[src/design/i2c_master_transfer_sequencer_defines.svh]
// Assertion macros shared by the I2C master transfer sequencer RTL.
`ifndef I2C_MASTER_TRANSFER_SEQUENCER_DEFINES_SVH
`define I2C_MASTER_TRANSFER_SEQUENCER_DEFINES_SVH

// Same-cycle implication, disabled while reset is asserted
`define I2CMTS_ASSERT_IMPLY(label, clk, rstn, ante, cons) \
    label: assert property (@(posedge clk) disable iff (!(rstn)) (ante) |-> (cons)) \
        else $error("i2cmts: same-cycle check failed");

// Next-cycle implication, disabled while reset is asserted
`define I2CMTS_ASSERT_NEXT(label, clk, rstn, ante, cons) \
    label: assert property (@(posedge clk) disable iff (!(rstn)) (ante) |=> (cons)) \
        else $error("i2cmts: next-cycle check failed");

`endif

[src/design/i2cmts_pkg.sv]
// Package: types, codes and widths of the I2C master transfer sequencer.
package i2cmts_pkg;

    localparam int LEN_W        = 16;
    localparam int LEN_BITS_DEF = 16;
    localparam int ADDR_W       = 7;
    localparam int BYTE_W       = 8;
    localparam int FLAG_W       = 6;
    localparam int NOTE_W       = 5;
    localparam logic ACK_RESET  = 1'b1;

    // Transaction kinds on the input channel
    typedef enum logic [1:0] {
        KIND_TX_START = 2'd0,
        KIND_RX_START = 2'd1,
        KIND_EVENT    = 2'd2
    } kind_t;

    // Transfer state
    typedef enum logic [1:0] {
        ST_READY = 2'd0,
        ST_TX    = 2'd1,
        ST_RX    = 2'd2
    } xfer_state_t;

    // Event flag bit positions
    localparam int FL_SB    = 0;
    localparam int FL_ADDR  = 1;
    localparam int FL_BTF   = 2;
    localparam int FL_STOPF = 3;
    localparam int FL_TXE   = 4;
    localparam int FL_RXNE  = 5;

    // Notification bit positions
    localparam int NT_TX_DONE = 0;
    localparam int NT_RX_DONE = 1;
    localparam int NT_STOP    = 2;
    localparam int NT_DATA_RQ = 3;
    localparam int NT_DATA_RX = 4;

    // Fixed-width control state
    typedef struct packed {
        xfer_state_t        xfer_state;
        logic [ADDR_W-1:0]  target_addr;
        logic               hold_bus;
        logic               irq_on;
        logic               ack_now;
    } ctl_t;

    // One result transaction
    typedef struct packed {
        logic [1:0]         prior_state;
        logic               gen_start;
        logic               dr_write;
        logic [BYTE_W-1:0]  dr_value;
        logic               tx_taken;
        logic               rx_valid;
        logic [BYTE_W-1:0]  rx_value;
        logic               clear_addr;
        logic               ack_bit;
        logic               gen_stop;
        logic [NOTE_W-1:0]  notify;
        logic               irq_enabled;
    } res_t;

endpackage

[src/design/i2c_master_transfer_sequencer.sv]
// Top level of the I2C master transfer sequencer: input stage, state and result stage.
//
// Use: the s_ channel carries start requests (transmit or receive) and
// peripheral event transactions; each accepted transaction yields exactly one
// result transaction on the m_ channel, in order, telling the driver which
// peripheral register actions to take (start, data write, ADDR clear, stop,
// ACK level, interrupt enable) plus notifications.
// cfg_we/cfg_wdata write the ACK level restored when a reception closes;
// write it only while no transaction is in flight.
// Path: a transaction passes through one input register and one result register,
// with combinational step logic between them.
// Throughput: one transaction per cycle while m_ready is high; the transfer state is
// updated in the same cycle the result register loads, so the next one sees it.
// Stall: while m_ready is low the result holds, the input register still
// takes one more transaction, then s_ready drops until the result drains.
// Reset: aresetn low clears both channels and the transfer state to ready,
// interrupts off, ACK level and its configuration register to enabled.
`include "i2c_master_transfer_sequencer_defines.svh"

module i2c_master_transfer_sequencer
    import i2cmts_pkg::*;
#(
    parameter int LEN_BITS = LEN_BITS_DEF
) (
    input  logic               aclk,
    input  logic               aresetn,
    input  logic               cfg_we,
    input  logic               cfg_wdata,
    input  logic               s_valid,
    output logic               s_ready,
    input  logic [1:0]         s_kind,
    input  logic [ADDR_W-1:0]  s_slave_addr,
    input  logic [LEN_W-1:0]   s_length,
    input  logic               s_repeated_start,
    input  logic [FLAG_W-1:0]  s_event_flags,
    input  logic               s_master_mode,
    input  logic               s_transmitter,
    input  logic [BYTE_W-1:0]  s_rx_byte,
    input  logic [BYTE_W-1:0]  s_tx_byte,
    output logic               m_valid,
    input  logic               m_ready,
    output logic [1:0]         m_prior_state,
    output logic               m_gen_start,
    output logic               m_dr_write,
    output logic [BYTE_W-1:0]  m_dr_value,
    output logic               m_tx_taken,
    output logic               m_rx_valid,
    output logic [BYTE_W-1:0]  m_rx_value,
    output logic               m_clear_addr,
    output logic               m_ack_bit,
    output logic               m_gen_stop,
    output logic [NOTE_W-1:0]  m_notify,
    output logic               m_irq_enabled
);

    localparam ctl_t CTL_RESET = '{
        xfer_state:  ST_READY,
        target_addr: '0,
        hold_bus:    1'b0,
        irq_on:      1'b0,
        ack_now:     ACK_RESET
    };

    logic [LEN_BITS-1:0] len_in;

    logic                in_valid_reg,  in_valid_next;
    logic [1:0]          kind_reg;
    logic [ADDR_W-1:0]   addr_reg;
    logic [LEN_BITS-1:0] len_reg;
    logic                rs_reg;
    logic [FLAG_W-1:0]   flags_reg;
    logic                msl_reg;
    logic                tra_reg;
    logic [BYTE_W-1:0]   rxb_reg;
    logic [BYTE_W-1:0]   txb_reg;

    logic                ack_enable_reg;
    ctl_t                ctl_reg,        ctl_next;
    logic [LEN_BITS-1:0] bytes_left_reg, bytes_left_next;
    logic [LEN_BITS-1:0] rx_total_reg,   rx_total_next;

    logic                out_valid_reg,  out_valid_next;
    res_t                res_reg,        res_next;

    logic                in_fire;
    logic                advance;
    logic                step_fire;

    // Fit the length field to the counter width
    if (LEN_BITS > LEN_W) begin : g_len_wide
        assign len_in = {{(LEN_BITS - LEN_W){1'b0}}, s_length};
    end else begin : g_len_narrow
        assign len_in = s_length[LEN_BITS-1:0];
    end

    // Handshake: the result stage advances when empty or drained
    assign advance   = !out_valid_reg || m_ready;
    assign s_ready   = !in_valid_reg || advance;
    assign in_fire   = s_valid && s_ready;
    assign step_fire = in_valid_reg && advance;

    always_comb begin
        in_valid_next  = in_fire ? 1'b1 : (advance ? 1'b0 : in_valid_reg);
        out_valid_next = advance ? in_valid_reg : out_valid_reg;
    end

    // Hold the accepted transaction
    always_ff @(posedge aclk) begin
        if (!aresetn) begin
            in_valid_reg <= 1'b0;
        end else begin
            in_valid_reg <= in_valid_next;
        end
        if (in_fire) begin
            kind_reg  <= s_kind;
            addr_reg  <= s_slave_addr;
            len_reg   <= len_in;
            rs_reg    <= s_repeated_start;
            flags_reg <= s_event_flags;
            msl_reg   <= s_master_mode;
            tra_reg   <= s_transmitter;
            rxb_reg   <= s_rx_byte;
            txb_reg   <= s_tx_byte;
        end
    end

    i2cmts_step #(
        .LEN_BITS (LEN_BITS)
    ) u_step (
        .kind           (kind_reg),
        .slave_addr     (addr_reg),
        .length         (len_reg),
        .repeated_start (rs_reg),
        .event_flags    (flags_reg),
        .master_mode    (msl_reg),
        .transmitter    (tra_reg),
        .rx_byte        (rxb_reg),
        .tx_byte        (txb_reg),
        .ack_enable     (ack_enable_reg),
        .ctl_cur        (ctl_reg),
        .bytes_left_cur (bytes_left_reg),
        .rx_total_cur   (rx_total_reg),
        .ctl_nxt        (ctl_next),
        .bytes_left_nxt (bytes_left_next),
        .rx_total_nxt   (rx_total_next),
        .res            (res_next)
    );

    // Advance transfer state and configuration
    always_ff @(posedge aclk) begin
        if (!aresetn) begin
            ack_enable_reg <= ACK_RESET;
            ctl_reg        <= CTL_RESET;
            bytes_left_reg <= '0;
            rx_total_reg   <= '0;
        end else begin
            if (cfg_we) begin
                ack_enable_reg <= cfg_wdata;
            end
            if (step_fire) begin
                ctl_reg        <= ctl_next;
                bytes_left_reg <= bytes_left_next;
                rx_total_reg   <= rx_total_next;
            end
        end
    end

    // Hold the result until taken
    always_ff @(posedge aclk) begin
        if (!aresetn) begin
            out_valid_reg <= 1'b0;
        end else begin
            out_valid_reg <= out_valid_next;
        end
        if (step_fire) begin
            res_reg <= res_next;
        end
    end

    assign m_valid       = out_valid_reg;
    assign m_prior_state = res_reg.prior_state;
    assign m_gen_start   = res_reg.gen_start;
    assign m_dr_write    = res_reg.dr_write;
    assign m_dr_value    = res_reg.dr_value;
    assign m_tx_taken    = res_reg.tx_taken;
    assign m_rx_valid    = res_reg.rx_valid;
    assign m_rx_value    = res_reg.rx_value;
    assign m_clear_addr  = res_reg.clear_addr;
    assign m_ack_bit     = res_reg.ack_bit;
    assign m_gen_stop    = res_reg.gen_stop;
    assign m_notify      = res_reg.notify;
    assign m_irq_enabled = res_reg.irq_enabled;

    // Interrupts are on exactly while a transfer is open
    `I2CMTS_ASSERT_IMPLY(a_irq_tracks_busy, aclk, aresetn, 1'b1,
        ctl_reg.irq_on == (ctl_reg.xfer_state != ST_READY))
    // A start is only requested from the ready state
    `I2CMTS_ASSERT_IMPLY(a_start_from_ready, aclk, aresetn, m_valid && m_gen_start,
        m_prior_state == ST_READY)
    // A consumed transmit byte is always written to the data register
    `I2CMTS_ASSERT_IMPLY(a_taken_writes, aclk, aresetn, m_valid && m_tx_taken,
        m_dr_write && m_prior_state == ST_TX)
    // Idle payload fields read as zero
    `I2CMTS_ASSERT_IMPLY(a_idle_payload_zero, aclk, aresetn, m_valid,
        (m_dr_write || m_dr_value == '0) && (m_rx_valid || m_rx_value == '0))
    // The byte counter moves only when a transaction is processed
    `I2CMTS_ASSERT_NEXT(a_count_stable, aclk, aresetn, !step_fire,
        $stable(bytes_left_reg))

endmodule

[src/design/i2cmts_step.sv]
// Next-state and result logic for one transaction of the I2C master sequencer.
module i2cmts_step
    import i2cmts_pkg::*;
#(
    parameter int LEN_BITS = LEN_BITS_DEF
) (
    input  logic [1:0]          kind,
    input  logic [ADDR_W-1:0]   slave_addr,
    input  logic [LEN_BITS-1:0] length,
    input  logic                repeated_start,
    input  logic [FLAG_W-1:0]   event_flags,
    input  logic                master_mode,
    input  logic                transmitter,
    input  logic [BYTE_W-1:0]   rx_byte,
    input  logic [BYTE_W-1:0]   tx_byte,
    input  logic                ack_enable,
    input  ctl_t                ctl_cur,
    input  logic [LEN_BITS-1:0] bytes_left_cur,
    input  logic [LEN_BITS-1:0] rx_total_cur,
    output ctl_t                ctl_nxt,
    output logic [LEN_BITS-1:0] bytes_left_nxt,
    output logic [LEN_BITS-1:0] rx_total_nxt,
    output res_t                res
);

    localparam logic [LEN_BITS-1:0] LEN_ZERO = '0;
    localparam logic [LEN_BITS-1:0] LEN_ONE  = LEN_BITS'(1);
    localparam logic [LEN_BITS-1:0] LEN_TWO  = LEN_BITS'(2);

    // Walk the flags in priority order, each seeing the effects of the ones before
    always_comb begin
        ctl_nxt         = ctl_cur;
        bytes_left_nxt  = bytes_left_cur;
        rx_total_nxt    = rx_total_cur;
        res             = '0;
        res.prior_state = ctl_cur.xfer_state;

        case (kind)
            KIND_TX_START, KIND_RX_START: begin
                // Latch a new transfer only when ready
                if (ctl_cur.xfer_state == ST_READY) begin
                    ctl_nxt.xfer_state  = (kind == KIND_TX_START) ? ST_TX : ST_RX;
                    bytes_left_nxt      = length;
                    if (kind == KIND_RX_START) begin
                        rx_total_nxt = length;
                    end
                    ctl_nxt.target_addr = slave_addr;
                    ctl_nxt.hold_bus    = repeated_start;
                    ctl_nxt.irq_on      = 1'b1;
                    res.gen_start       = 1'b1;
                end
            end
            KIND_EVENT: begin
                if (ctl_cur.irq_on) begin
                    // Start sent: write the address byte with direction bit
                    if (event_flags[FL_SB]) begin
                        if (ctl_nxt.xfer_state == ST_TX) begin
                            res.dr_write = 1'b1;
                            res.dr_value = {ctl_nxt.target_addr, 1'b0};
                        end else if (ctl_nxt.xfer_state == ST_RX) begin
                            res.dr_write = 1'b1;
                            res.dr_value = {ctl_nxt.target_addr, 1'b1};
                        end
                    end
                    // Address done: drop ACK for a single-byte read, clear ADDR
                    if (event_flags[FL_ADDR]) begin
                        if (master_mode && ctl_nxt.xfer_state == ST_RX
                                && rx_total_nxt == LEN_ONE) begin
                            ctl_nxt.ack_now = 1'b0;
                        end
                        res.clear_addr = 1'b1;
                    end
                    // Byte finished with nothing left: close the transmit
                    if (event_flags[FL_BTF] && event_flags[FL_TXE]
                            && ctl_nxt.xfer_state == ST_TX && bytes_left_nxt == LEN_ZERO) begin
                        if (!ctl_nxt.hold_bus) begin
                            res.gen_stop = 1'b1;
                        end
                        ctl_nxt.irq_on             = 1'b0;
                        ctl_nxt.xfer_state         = ST_READY;
                        bytes_left_nxt             = LEN_ZERO;
                        res.notify[NT_TX_DONE]     = 1'b1;
                    end
                    if (event_flags[FL_STOPF]) begin
                        res.notify[NT_STOP] = 1'b1;
                    end
                    // Transmit empty: feed the next byte or ask the slave side for data
                    if (event_flags[FL_TXE]) begin
                        if (master_mode) begin
                            if (ctl_nxt.xfer_state == ST_TX && bytes_left_nxt != LEN_ZERO) begin
                                res.dr_write   = 1'b1;
                                res.dr_value   = tx_byte;
                                res.tx_taken   = 1'b1;
                                bytes_left_nxt = bytes_left_nxt - LEN_ONE;
                            end
                        end else if (transmitter) begin
                            res.notify[NT_DATA_RQ] = 1'b1;
                        end
                    end
                    // Receive full: take the byte, drop ACK before the last, close
                    if (event_flags[FL_RXNE]) begin
                        if (master_mode) begin
                            if (ctl_nxt.xfer_state == ST_RX) begin
                                if (bytes_left_nxt == LEN_ONE) begin
                                    res.rx_valid   = 1'b1;
                                    res.rx_value   = rx_byte;
                                    bytes_left_nxt = LEN_ZERO;
                                end else if (bytes_left_nxt > LEN_ONE) begin
                                    if (bytes_left_nxt == LEN_TWO) begin
                                        ctl_nxt.ack_now = 1'b0;
                                    end
                                    res.rx_valid   = 1'b1;
                                    res.rx_value   = rx_byte;
                                    bytes_left_nxt = bytes_left_nxt - LEN_ONE;
                                end
                                if (bytes_left_nxt == LEN_ZERO) begin
                                    if (!ctl_nxt.hold_bus) begin
                                        res.gen_stop = 1'b1;
                                    end
                                    ctl_nxt.irq_on         = 1'b0;
                                    ctl_nxt.xfer_state     = ST_READY;
                                    rx_total_nxt           = LEN_ZERO;
                                    ctl_nxt.ack_now        = ack_enable;
                                    res.notify[NT_RX_DONE] = 1'b1;
                                end
                            end
                        end else if (!transmitter) begin
                            res.notify[NT_DATA_RX] = 1'b1;
                        end
                    end
                end
            end
            default: begin
            end
        endcase

        res.ack_bit     = ctl_nxt.ack_now;
        res.irq_enabled = ctl_nxt.irq_on;
    end

endmodule

[config.mk]
export PLATFORM = sky130hd
export DESIGN_NAME = i2c_master_transfer_sequencer
export DESIGN_NICKNAME = d
export VERILOG_FILES = /design/src/design/i2cmts_pkg.sv /design/src/design/i2c_master_transfer_sequencer.sv /design/src/design/i2cmts_step.sv
export VERILOG_INCLUDE_DIRS = /design/src /design/src/design
export SDC_FILE = /design/constraint.sdc
export NUM_CORES = 1
export LEC_CHECK = 0
export ABC_AREA = 1
export BUFFER_PORTS_ARGS = -buffer_cell sky130_fd_sc_hd__buf_4
export CORE_ASPECT_RATIO = 1.75
export CORE_UTILIZATION = 54
export CTS_CLUSTER_DIAMETER = 60
export DETAILED_ROUTE_END_ITERATION = 8
export PLACE_DENSITY = 0.78
export SYNTH_ARGS = -nofsm -noshare
export SYNTH_HDL_FRONTEND = slang
export SYNTH_HIERARCHICAL = 1
export SYNTH_SLANG_ARGS = --single-unit
[constraint.sdc]
create_clock -name aclk -period 3.4 [get_ports aclk]
set_input_delay 0.68 -clock aclk [delete_from_list [all_inputs] [get_ports aclk]]
set_output_delay 0.68 -clock aclk [all_outputs]
set_load 0.005 [all_outputs]
# --- After elaboration in Yosys (flattened, before gate mapping) ---
# Index checks and enable logic that the tools add are counted.
classes:
  add_sub_neg: 2
  magnitude_cmp: 1
  n_eq_ne: 16
  mux: 78
  n_bitwise: 4
  n_reduce_logical: 28
op_table:
  columns: ["cell", "count"]
  rows:
  - ["$mux W16", 27]
  - ["$pmux W16 S2", 2]
  - ["$mux W9", 5]
  - ["$eq A16 B1 Y1 const B", 2]
  - ["$logic_not A16 Y1", 2]
  - ["$sub A16 B1 Y16 const B", 2]
  - ["$mux W10", 3]
  - ["$mux W2", 15]
  - ["$mux W1", 23]
  - ["$eq A16 B2 Y1 const B", 1]
  - ["$gt A16 B1 Y1 const B", 1]
  - ["$reduce_bool A16 Y1", 1]
  - ["$mux W11", 1]
  - ["$reduce_and A9 Y1", 1]
  - ["$logic_and A1 B1 Y1", 8]
  - ["$ne A2 B1 Y1 const B", 4]
  - ["$reduce_and A4 Y1", 2]
  - ["$reduce_or A4 Y1", 2]
  - ["$eq A2 B1 Y1 const B", 3]
  - ["$eq A2 B2 Y1 const B", 3]
  - ["$ne A2 B2 Y1 const B", 3]
  - ["$reduce_and A5 Y1", 1]
  - ["$logic_not A2 Y1", 2]
  - ["$not A1 Y1", 4]
  - ["other kinds (8)", 11]
word_totals:
  ff_bits: 128
  input_bits: 56
  out_inout_bits: 33
  wordCells: 163

# --- Depth between registers and ports, before layout ---
# Gate-level depths: netlist of the first run.
logic_depth:
  ltp_word: 28
  ltp_mapped: 30
  mapped_depth_nobuf: 28

# --- By module ---
# Netlist of the first run, hierarchy kept.
by_module_without_submodules:
  columns: ["mod", "n_inst", "cells_each", "area_each_um2", "seq_area_each_um2"]
  rows:
  - ["i2c_master_transfer_sequencer", 1, 384, 4545.6, 3373.2]
  - ["i2cmts_step", 1, 629, 3118.0, 0.0]

# --- Least setup slack after synthesis of the first run ---
# Ideal clock, no wire load.
synth_timing:
  path_kind: "flip-flop to flip-flop"
  startpoint: "register bytes_left_reg[1]"
  endpoint: "register rx_total_reg[5]"
  setup_ns: 0.115
  arrival_ns: 3.531
  setup_slack_ns: -0.246
  path_stages_with_launch: 30
  path_cell_list: "dfxtp_1 inv_1 ha_1 nand3_2 nor2_1 nand2_1 nand4_2 nor2_4 buf_6 buf_6 nand2_1 o21ai_2 ha_1 nand3_4 nor2_4 o21ai_2 buf_6 nand2_1 nand2_1 nor2_1 nand4_1 nor2_2 nand3_4 buf_6 nand2_2 nand2_1 inv_1 nand3_1 nand2_1 nor2_1"
synth_via:
  elab_chain_cells: 23
  word_cells_on_any_way: 32
  cone_classes: "add/sub: 2; order compare: 1; eq/ne: 5; mux: 18; reduce/logical: 6"
synth_rtl:
  columns: ["item", "line", "text"]
  rows:
  - ["from (decl)", "i2c_master_transfer_sequencer.sv:79", "logic [LEN_BITS-1:0] bytes_left_reg, bytes_left_next;"]
  - ["from (signal assigned)", "i2c_master_transfer_sequencer.sv:162", "bytes_left_reg <= bytes_left_next;"]
  - ["parallel branches: the longest is 22 deep, another holds $sub A16 B1 Y16", null, null]
  - ["$reduce_and A9 Y1 (no line) *", null, null]
  - ["to (signal assigned)", "i2c_master_transfer_sequencer.sv:163", "rx_total_reg <= rx_total_next;"]
  - ["to (decl)", "i2c_master_transfer_sequencer.sv:80", "logic [LEN_BITS-1:0] rx_total_reg, rx_total_next;"]
# Mark *: on every way between the ends. The select of a mux whose other input is x is not followed.
# A chain may end at the register's enable or synchronous reset.

# --- Final worst setup path of the first run ---
layout_timing:
  startpoint: "register bytes_left_reg[1]"
  endpoint: "register rx_total_reg[1]"
# The elaborated chain is that of the path after synthesis.

==> flow_summary.yaml, run 1 <==
run_status:
  status: "finished with violations"
  violations: "negative setup slack"
grt:
  grt_pass1_vias: 7721
  grt_pass1_wl_mm: 37.37
  grt_util_all_layers_pct: 33.26
  grt_overflow: 0
  grt_max_degree: 88
  antenna_found_initial: 0
route:
  dr_total_vias: 7994
  wl_per_cell_um: 17.43
  drcViolationCount: 0
  routed_wl_mm: 24.53
  drtPass1Iterations: 8
  antenna_left: 0
  drt-vias-per-instance: 5.682
  drt-initial-drc-count: 648
power:
  clock_power_share_pct: 36.9
  combPwrFrac_pct: 27.2
  switching_power_uw: 1580
  vdd_drop_max_mv: 0.5886
  swShare_pct: 31.49
  power.density_nw_per_um2: 473.9
  power_frac_seq_pct: 35.9
  p_int_uw: 3438
  p_leak_uw: 0.004744
critical_path:
  cpPeakStageDelay_ns: 0.38
  required_ns: 3.70
  worstReg2RegEnd: "rx_total_reg[1]"
  cpLargestDelayFamily: "simple AND/OR/NAND/NOR gates"
  end_kind: "register"
  cp_data_arrival_time_ns: 4.11
  criticalPathCategory: "reg2reg"
  r2r_setup_slack_ns: -0.41
  worst_r2r_startpoint: "bytes_left_reg[1]"
  crit_buf_inv: 7
  crit_path_top_delay_cell: "dfxtp_4"
  r2r_cells: 30
  cp-start-kind: "register"
  critPathMaxFanout: 8
timing:
  fin_crit_ns: 3.805
  grt_setup_unrepaired: "true"
  finalSetupTns_ns: -8.014
  timing.fmax_mhz: 262.8
  finalHoldViolations: 0
  tightest_slew_ns: 0.9602
  final-setup-viol-count: 30
  worst_slack_ns: -0.4053
  slew_viol_final: 0
  hold_slack_ns: 0.4317
  final.period_utilization_pct: 111.9
  finalClockSkew_ns: 0.01094
  slew_headroom_pct: 35.99
cells_and_area:
  layout-drive-gt1-share_pct: 35.61
  final_nets: 1281
  insertedDiodeCount: 0
  nFillCells: 996
  syn2layout_area_growth_pct: 38.16
  fin_cells: 1407
floorplanning:
  die_area_um2: 14690
  die_h_um: 159.6
  rows: 57
  start_util_pct: 55.39
  fp.dieW_um: 92.06
  core_um2: 13840
  pin_count: 89
place:
  hpwl_mm: 16.11
  io_buffers: 88
  gp_congestion: 1.015
  place_inst: 1352
worst_hold_path:
  min_path_type: "in2reg"
  worstHoldPathCells: 1
  hp-start: "s_length[7]"
  hold_end: "len_reg[7]"
yosys:
  synth_area_per_cell_um2: 7.565
  ys_top_cells_by_area: "edfxtp_1 32%, dfxtp_1 12%, nand2_1 10%"
  synth_nets: 1077
  synthArstFlopShare_pct: 0
  ys_warn_count: 6
  ys.flop_type: "edfxtp_1"
  synth.most_common_cell: "nand2_1"
  yosysSeqAreaShare_pct: 44.02
  synth_area_leader_cell: "edfxtp_1"
  ys_types: 40
  synth_edf_count: 81
  postSynthCellCount: 1013
  yosys_register_bits: 128
  synth_area_um2: 7664
  synth_top_cell_area_share_pct: 31.74
  synth_common_cells: "211 x nand2_1, 159 x inv_1, 134 x nor2_1"
cts:
  cts_buffers: 17
  path_clk_slew_ns: 0.06
  cts_tree: "done"
  cts_root_buf: "clkbuf_16"
  htree_num_levels: 4
  clk-insertion-delay-late_ns: 0.42
  hold_buffers: 0
  cts_buffer_depth: 2
  clkSinkCount: 128
job:
  drv_cap: 0
[kinds of logic (layout without fill, tap and decap cells)]
kind of cell | count (synthesis) | count (layout) | share of synthesized area (%)
simple gates | 506 | 506 | 29.81
buf+inv | 218 | 435 | 12.11
compound gates | 150 | 150 | 12.41
flops | 128 | 128 | 44.02
fa+ha+maj | 8 | 8 | 1.306
xor+xnor | 3 | 3 | 0.3429
[placed cells by master (no fill, tap or decap), types with 15 or more instances in the layout]
master	Yosys	routed
a21oi_1	56	54
clkbuf_16	0	18
nand2_1	211	166
o221ai_1	22	20
inv_1	159	142
nor2_1	134	114
edfxtp_1	81	81
nand3_1	91	77
o21ai_0	34	28
nand3_2	7	20
buf_4	5	212
buf_6	9	19
nand2_2	19	47
dfxtp_1	47	41
inv_2	7	19
nor2_2	5	18
nand4_1	15	15
nand2_4	2	19
[final cells by class]
cell class | instances | area (um^2) | share of cell area (%)
multi-input combinational | 667 | 3836 | 36.23
clock buffer | 17 | 425.4 | 4.018
inverter | 168 | 644.4 | 6.086
tap | 177 | 221.5 | 2.092
timing repair buffer | 235 | 1898 | 17.93
clock inverter | 15 | 176.4 | 1.666
sequential | 128 | 3386 | 31.98
[worst max-delay path by stage]
stage	startpoint	end	slack, ns	cells past startpoint
final	bytes_left_reg[1]	rx_total_reg[1]	-0.41	30
after global routing	bytes_left_reg[1]	rx_total_reg[4]	-0.58	30
after CTS	bytes_left_reg[1]	rx_total_reg[4]	-0.11	30
after detailed placement	bytes_left_reg[1]	rx_total_reg[0]	-0.32	30
after global placement	ctl_reg[11]	rx_total_reg[1]	-0.28	30
after floorplan	ctl_reg[11]	rx_total_reg[5]	0.02	29
[power by group through the flow]
stage	Sequential (uW)	Combinational (uW)	Clock [uW]
3_5_place_dp	1830	1150	0
4_1_cts	1800	1210	1870
6_report	1800	1360	1850
3_3_place_gp	1820	1140	0
2_1_floorplan	1830	647	0
5_1_grt	1810	1480	1930
[repair_timing]
action / in CTS / in global routing
endpoints found under the setup margin: 29 / 39
cloned: 2 / 1
gates resized for setup: 46 / 114
buffers inserted: 6 / 15
pin swaps: 4 / 48
[metrics by stage]
stage               total power [uW]  cell area [um^2]  setup WS, ns  util, %
finish                          5017             10590       -0.4053    76.52
global route                    5211             10590       -0.5780    76.52
CTS                             4876             10100       -0.1087    72.97
detailed placement              2973              9256       -0.3220    66.90
global placement                2959              9256       -0.2849    66.90
floorplan                       2477              7719       0.01717        -
[per-layer routing]
metal | vias to the layer above | wire length (um) | global-route usage [%]
met3 | 158 | 1524 | 5.110
met1 | 3644 | 8512 | 35.03
met2 | 449 | 12340 | 58.01
met4 | 0 | 2155 | 26.07
li1 | 3743 | - | -
met5 | - | 0 | 0
Power figures use the tool's default switching activity.
==> run 2, diff against run 1 <==
--- a/config.mk
+++ b/config.mk
@@ -13,5 +13,5 @@
 export CTS_CLUSTER_DIAMETER = 60
 export DETAILED_ROUTE_END_ITERATION = 8
-export PLACE_DENSITY = 0.78
+export PLACE_DENSITY = 0.76
 export SYNTH_ARGS = -nofsm -noshare
 export SYNTH_HDL_FRONTEND = slang
==> constraint.sdc (replaced) <==
create_clock -name aclk -period 3.4 [get_ports aclk]
set_input_delay 0.68 -clock aclk [delete_from_list [all_inputs] [get_ports aclk]]
set_output_delay 0.68 -clock aclk [all_outputs]
set_load 0.02 [all_outputs]
==> run 2 against run 1 <==
The flow still finishes with violations (negative setup slack). Combinational power rose by 5%. Worst hold slack got worse by 0.0042 ns. Non-clock buffer count fell by 3. Via count rose by 0.15%. Sequential share of layout area barely moved. Fmax fell by 3.0%. Clock power fell by 3%. Critical path type unchanged.
==> flow_summary.yaml, run 2 (synthesis gave the netlist of run 1 again) <==
timing:
  finalClockSkew_ns: 0.01257
  final.period_utilization_pct: 115.3
  final-setup-viol-count: 27
  timing.fmax_mhz: 255.0
  slew_headroom_pct: 20.37
  worst_slack_ns: -0.5210
  fin_crit_ns: 3.921
  grt_setup_unrepaired: "true"
  slew_viol_final: 0
  finalHoldViolations: 0
  tightest_slew_ns: 1.187
floorplanning:
  pin_count: 89
  die_area_um2: 14690
  die_h_um: 159.6
  fp.dieW_um: 92.06
  start_util_pct: 55.39
  rows: 57
  core_um2: 13840
grt:
  grt_pass1_wl_mm: 36.39
  grt_util_all_layers_pct: 32.05
  antenna_found_initial: 0
  grt_max_degree: 88
  grt_overflow: 0
  grt_pass1_vias: 7352
route:
  drt-vias-per-instance: 5.702
  dr_total_vias: 8006
  routed_wl_mm: 25.30
  antenna_left: 0
  wl_per_cell_um: 18.02
  drt-initial-drc-count: 786
  drtPass1Iterations: 6
  drcViolationCount: 0
critical_path:
  end_kind: "register"
  critPathMaxFanout: 8
  cp_data_arrival_time_ns: 4.23
  cp-start-kind: "register"
  required_ns: 3.71
  criticalPathCategory: "reg2reg"
cells_and_area:
  fin_cells: 1404
  insertedDiodeCount: 0
  final_nets: 1278
  post-route-cell-area_um2: 10600
  layout-drive-gt1-share_pct: 36.27
  final_common_cell: "buf_4"
  syn2layout_area_growth_pct: 38.29
  mostFrequentLayoutCells: "211 x buf_4, 165 x nand2_1, 142 x inv_1"
run_status:
  violations: "negative setup slack"
  status: "finished with violations"
cts:
  cts_tree: "done"
  cts_root_buf: "clkbuf_16"
  cts_buffers: 17
  htree_num_levels: 4
  clkSinkCount: 128
  clk-insertion-delay-late_ns: 0.42
  path_clk_slew_ns: 0.07
  cts_buffer_depth: 2
  hold_buffers: 0
place:
  place_area_um2: 9249
  hpwl_mm: 16.20
  place_inst: 1346
  io_buffers: 88
  gp_congestion: 1.003
power:
  power.density_nw_per_um2: 473.6
  vdd_drop_max_mv: 0.4973
  p_leak_uw: 0.004739
worst_hold_path:
  min_path_type: "in2reg"
job:
  drv_cap: 0
## run 2: final timing paths
check | slack, ns | startpoint | end | cells past startpoint
setup / recovery | -0.52 | bytes_left_reg[1] | rx_total_reg[12] | 27
hold / removal | 0.43 | s_rx_byte[6] | rxb_reg[6] | 1
setup reg to reg | -0.52 | bytes_left_reg[1] | rx_total_reg[12] | 27
hold reg to reg | 0.47 | rx_total_reg[2] | rx_total_reg[2] | 2
## run 2: routing by layer
| metal | routed length, um | share of wire (%) | up-vias | global-route usage, % |
|---|---|---|---|---|
| met5 | 0 | 0 | - | 0 |
| met4 | 1683 | 6.7 | 0 | 18.89 |
| met3 | 1583 | 6.3 | 142 | 5.492 |
| met2 | 13150 | 52 | 457 | 56.34 |
| met1 | 8889 | 35 | 3678 | 35.70 |
| li1 | - | - | 3729 | - |
## run 2: critical path, cell delays in order (launching register included)
cell and delay, ns:
dfxtp_4 0.36, nor2_1 0.16, nand2_1 0.15, nor3_2 0.27
nand3_2 0.19, buf_4 0.18, inv_1 0.10, nand2_1 0.11
nand2_1 0.08, nand2_2 0.08, buf_4 0.15, inv_2 0.07
nand2_1 0.09, nor2_2 0.19, nand4_1 0.17, nand3_2 0.12
nand2_1 0.13, nor2_1 0.13, nand4_1 0.12, nor2_2 0.20
nand3_4 0.16, clkbuf_16 0.22, nand2_2 0.06, nand2_1 0.06
inv_1 0.06, nand3_1 0.07, nand2_1 0.10, nor2_1 0.04
## run 2: power breakdown
part	leakage [uW]	switching [uW]	internal, uW	total [uW]
Clock	0.000286	806	984	1790
Sequential	0.00117	55.0	1750	1800
Combinational	0.00329	830	595	1430
Total	0.00474	1690	3330	5020
## run 2: metrics by stage
stage / setup slack, ns / TNS [ns] / utilization, % / total power (uW) / hold WS (ns)
detailed placement: -0.3256 / -6.209 / 66.85 / 3005 / 0.4729
CTS: -0.1199 / -1.618 / 72.48 / 4842 / 0.4113
global placement: -0.2084 / -3.560 / 66.85 / 2993 / 0.4632
global route: -0.6576 / -15.22 / 76.60 / 5214 / 0.4134
finish: -0.5210 / -9.635 / 76.60 / 5019 / 0.4275
floorplan: 0.01717 / 0 / - / 2498 / 0.4407
## run 2: area by class of cell
cell class	count	area (um^2)
clock inverter	15	160.2
sequential	128	3387
inverter	168	635.6
fill	971	3238
clock buffer	17	425.4
timing repair buffer	232	1914
multi-input combinational	667	3854
tap	177	221.5
## run 2: what timing repair did
item / CTS / global route
pin swaps: 5 / 55
gates cloned: 1 / 3
resized for setup: 37 / 125
buffers inserted: 7 / 17
setup endpoints to repair: 31 / 39
==> run 3, diff against run 2 <==
ABC_AREA = default   (was 1)
CORE_UTILIZATION = 58   (was 54)
PLACE_DENSITY = 0.78   (was 0.76)
clock period = 4.4 ns   (was 3.4 ns; I/O delays follow)
==> run 3 against run 2 <==
The flow finishes with violations (design-rule violations). Total power decreased by 34%. Critical path depth decreased by 12. Setup slack improved by 0.64 ns. Die area decreased by 17%. Clock power decreased by 22%. Count of clock-buffer cells in the layout unchanged. Cell count decreased by 32%. Critical path type unchanged. Highest routed layer unchanged.
==> flow_summary.yaml, run 3 <==
power:
  p_leak_uw: 0.003310
  power.density_nw_per_um2: 389.5
  total_power_uw: 3298
  vdd_drop_max_mv: 0.3745
grt:
  grt_util_all_layers_pct: 35.27
  grt_pass1_vias: 6131
  grt_overflow: 0
  grt_max_degree: 91
  grt_pass1_wl_mm: 32.00
  antenna_found_initial: 0
cts:
  hold_buffers: 0
  clkSinkCount: 128
  clk-insertion-delay-late_ns: 0.42
  cts_buffer_depth: 2
  cts_root_buf: "clkbuf_16"
  path_clk_slew_ns: 0.07
  post-cts-setup-buffers: 0
  cts_tree: "done"
  cts_buffers: 17
  htree_num_levels: 4
  cts_resized: 0
timing:
  timing.fmax_mhz: 233.5
  slew_viol_final: 0
  slew_headroom_pct: 19.13
  final.period_utilization_pct: 97.35
  grt_setup_unrepaired: "false"
  finalHoldViolations: 0
  finalClockSkew_ns: 0.01264
  final-setup-viol-count: 0
  fin_crit_ns: 4.283
  finalSetupTns_ns: 0
  tightest_slew_ns: 1.213
yosys:
  synth_area_leader_cell: "edfxtp_1"
  ys.flop_type: "edfxtp_1"
  synth_common_cells: "159 x nand2_1, 81 x edfxtp_1, 47 x dfxtp_1"
  synth.most_common_cell: "nand2_1"
  yosys_register_bits: 128
  yosysSeqAreaShare_pct: 49.65
  ys_warn_count: 6
  synth_nets: 740
  synthArstFlopShare_pct: 0
  synth_top_cell_area_share_pct: 35.80
  postSynthCellCount: 676
  synth_area_per_cell_um2: 10.05
  synth_area_um2: 6794
  synth_edf_count: 81
  ys_types: 77
  ys_top_cells_by_area: "edfxtp_1 36%, dfxtp_1 14%, nand2_1 8.8%"
floorplanning:
  fp.dieW_um: 83.82
  core_um2: 11520
  pin_count: 89
  rows: 52
  die_h_um: 145.2
  die_area_um2: 12170
  start_util_pct: 59.00
place:
  hpwl_mm: 14.74
  gp_congestion: 0.8895
  io_buffers: 88
route:
  drt-vias-per-instance: 6.272
  routed_wl_mm: 21.13
  antenna_left: 0
  drcViolationCount: 2
  drtPass1Iterations: 8
  drt-initial-drc-count: 651
  dr_total_vias: 5971
  wl_per_cell_um: 22.19
cells_and_area:
  final_nets: 868
  nFillCells: 782
  final_common_cell: "nand2_1"
  syn2layout_area_growth_pct: 24.62
  multi_input_area_um2: 3169
  mostFrequentLayoutCells: "158 x nand2_1, 149 x buf_4, 81 x edfxtp_1"
  layout-drive-gt1-share_pct: 27.91
  insertedDiodeCount: 0
  regArea_um2: 3374
critical_path:
  cpPeakStageDelay_ns: 0.56
  critPathMaxFanout: 19
  required_ns: 4.67
  crit_chain: "or4_4 -> or4b_4 -> a311oi_2 -> xnor2_1 -> and3_4 -> buf_4 -> and4_4 -> a41o_1 -> o221ai_1 -> or4_4 -> nor3_4 -> buf_4 -> a21oi_1 -> nand2_1 -> mux2i_1"
  end_kind: "register"
  crit_path_top_delay_cell: "or4_4"
  startpoint: "bytes_left_reg[5]"
  r2r_setup_slack_ns: 0.12
  criticalPathCategory: "reg2reg"
  cp_data_arrival_time_ns: 4.55
  worst_r2r_startpoint: "bytes_left_reg[5]"
  r2r_cells: 15
  cp-start-kind: "register"
  worstReg2RegEnd: "rx_total_reg[4]"
worst_hold_path:
  hp-start: "rx_total_reg[0]"
  hold_end: "rx_total_reg[0]"
  min_path_type: "reg2reg"
  worstHoldPathCells: 2
job:
  drv_cap: 0
run_status:
  status: "finished with violations"
  violations: "design-rule violations"
run 3: how the worst max path moves through the flow:
stage / to / cells past startpoint
floorplan: m_ack_bit / 14
finish: rx_total_reg[4] / 15
global route: rx_total_reg[4] / 15
global placement: ctl_reg[0] / 16
CTS: rx_total_reg[4] / 17
detailed placement: ctl_reg[11] / 15
run 3: power breakdown:
part           switching (uW)  internal, uW  total [uW]
Combinational             310           228         538
Sequential               36.0          1340        1370
Clock                     628           760        1390
run 3: worst max-delay path, delay by kind of cell (launching register included):
| kind | cells | cell delay (ns) |
|---|---|---|
| simple gates | 7 | 2.47 |
| xor+xnor | 1 | 0.17 |
| buf+inv | 2 | 0.42 |
| flops | 1 | 0.31 |
| compound gates | 4 | 0.64 |
| mux | 1 | 0.11 |
run 3: layout make-up:
type | instances | area share, %
inverters | 14 | 0.6207
clock buffers | 17 | 5.024
multi-input cells | 494 | 37.43
well taps | 135 | 1.995
clock inverters | 15 | 1.862
flip-flops and latches | 128 | 39.86
repair buffers | 149 | 13.21
run 3: cell families after synthesis:
logic type               synth area share (%)
AND/OR/NAND/NOR                         21.99
flip-flops                              49.65
AO/OA/AOI/OAI                           12.49
buffers and inverters                   4.862
multiplexers                            7.109
XOR/XNOR                                2.431
adder cells (fa/ha/maj)                 1.473
run 3: per-layer routing:
layer | part of all wire (%) | wire length [um] | track usage (%)
met3 | 5.4 | 1151 | 5.575
met2 | 57 | 11970 | 67.91
met5 | 0 | 0 | 0
met1 | 31 | 6646 | 32.94
met4 | 6.4 | 1357 | 23.97
run 3: per-stage QoR:
| stage | instances | cell area (um^2) | util, % | setup slack, ns | hold slack (ns) |
|---|---|---|---|---|---|
| 3_5_place_dp | 920 | 7805 | 67.77 | 0.07857 | 0.4677 |
| 6_report | 952 | 8467 | 73.52 | 0.1168 | 0.4747 |
| 2_1_floorplan | 676 | 6794 | - | 0.01218 | 0.4335 |
| 5_1_grt | 952 | 8467 | 73.52 | 0.01199 | 0.4913 |
| 3_3_place_gp | 920 | 7805 | 67.77 | 0.08081 | 0.4562 |
| 4_1_cts | 952 | 8388 | 72.84 | 0.02305 | 0.4776 |
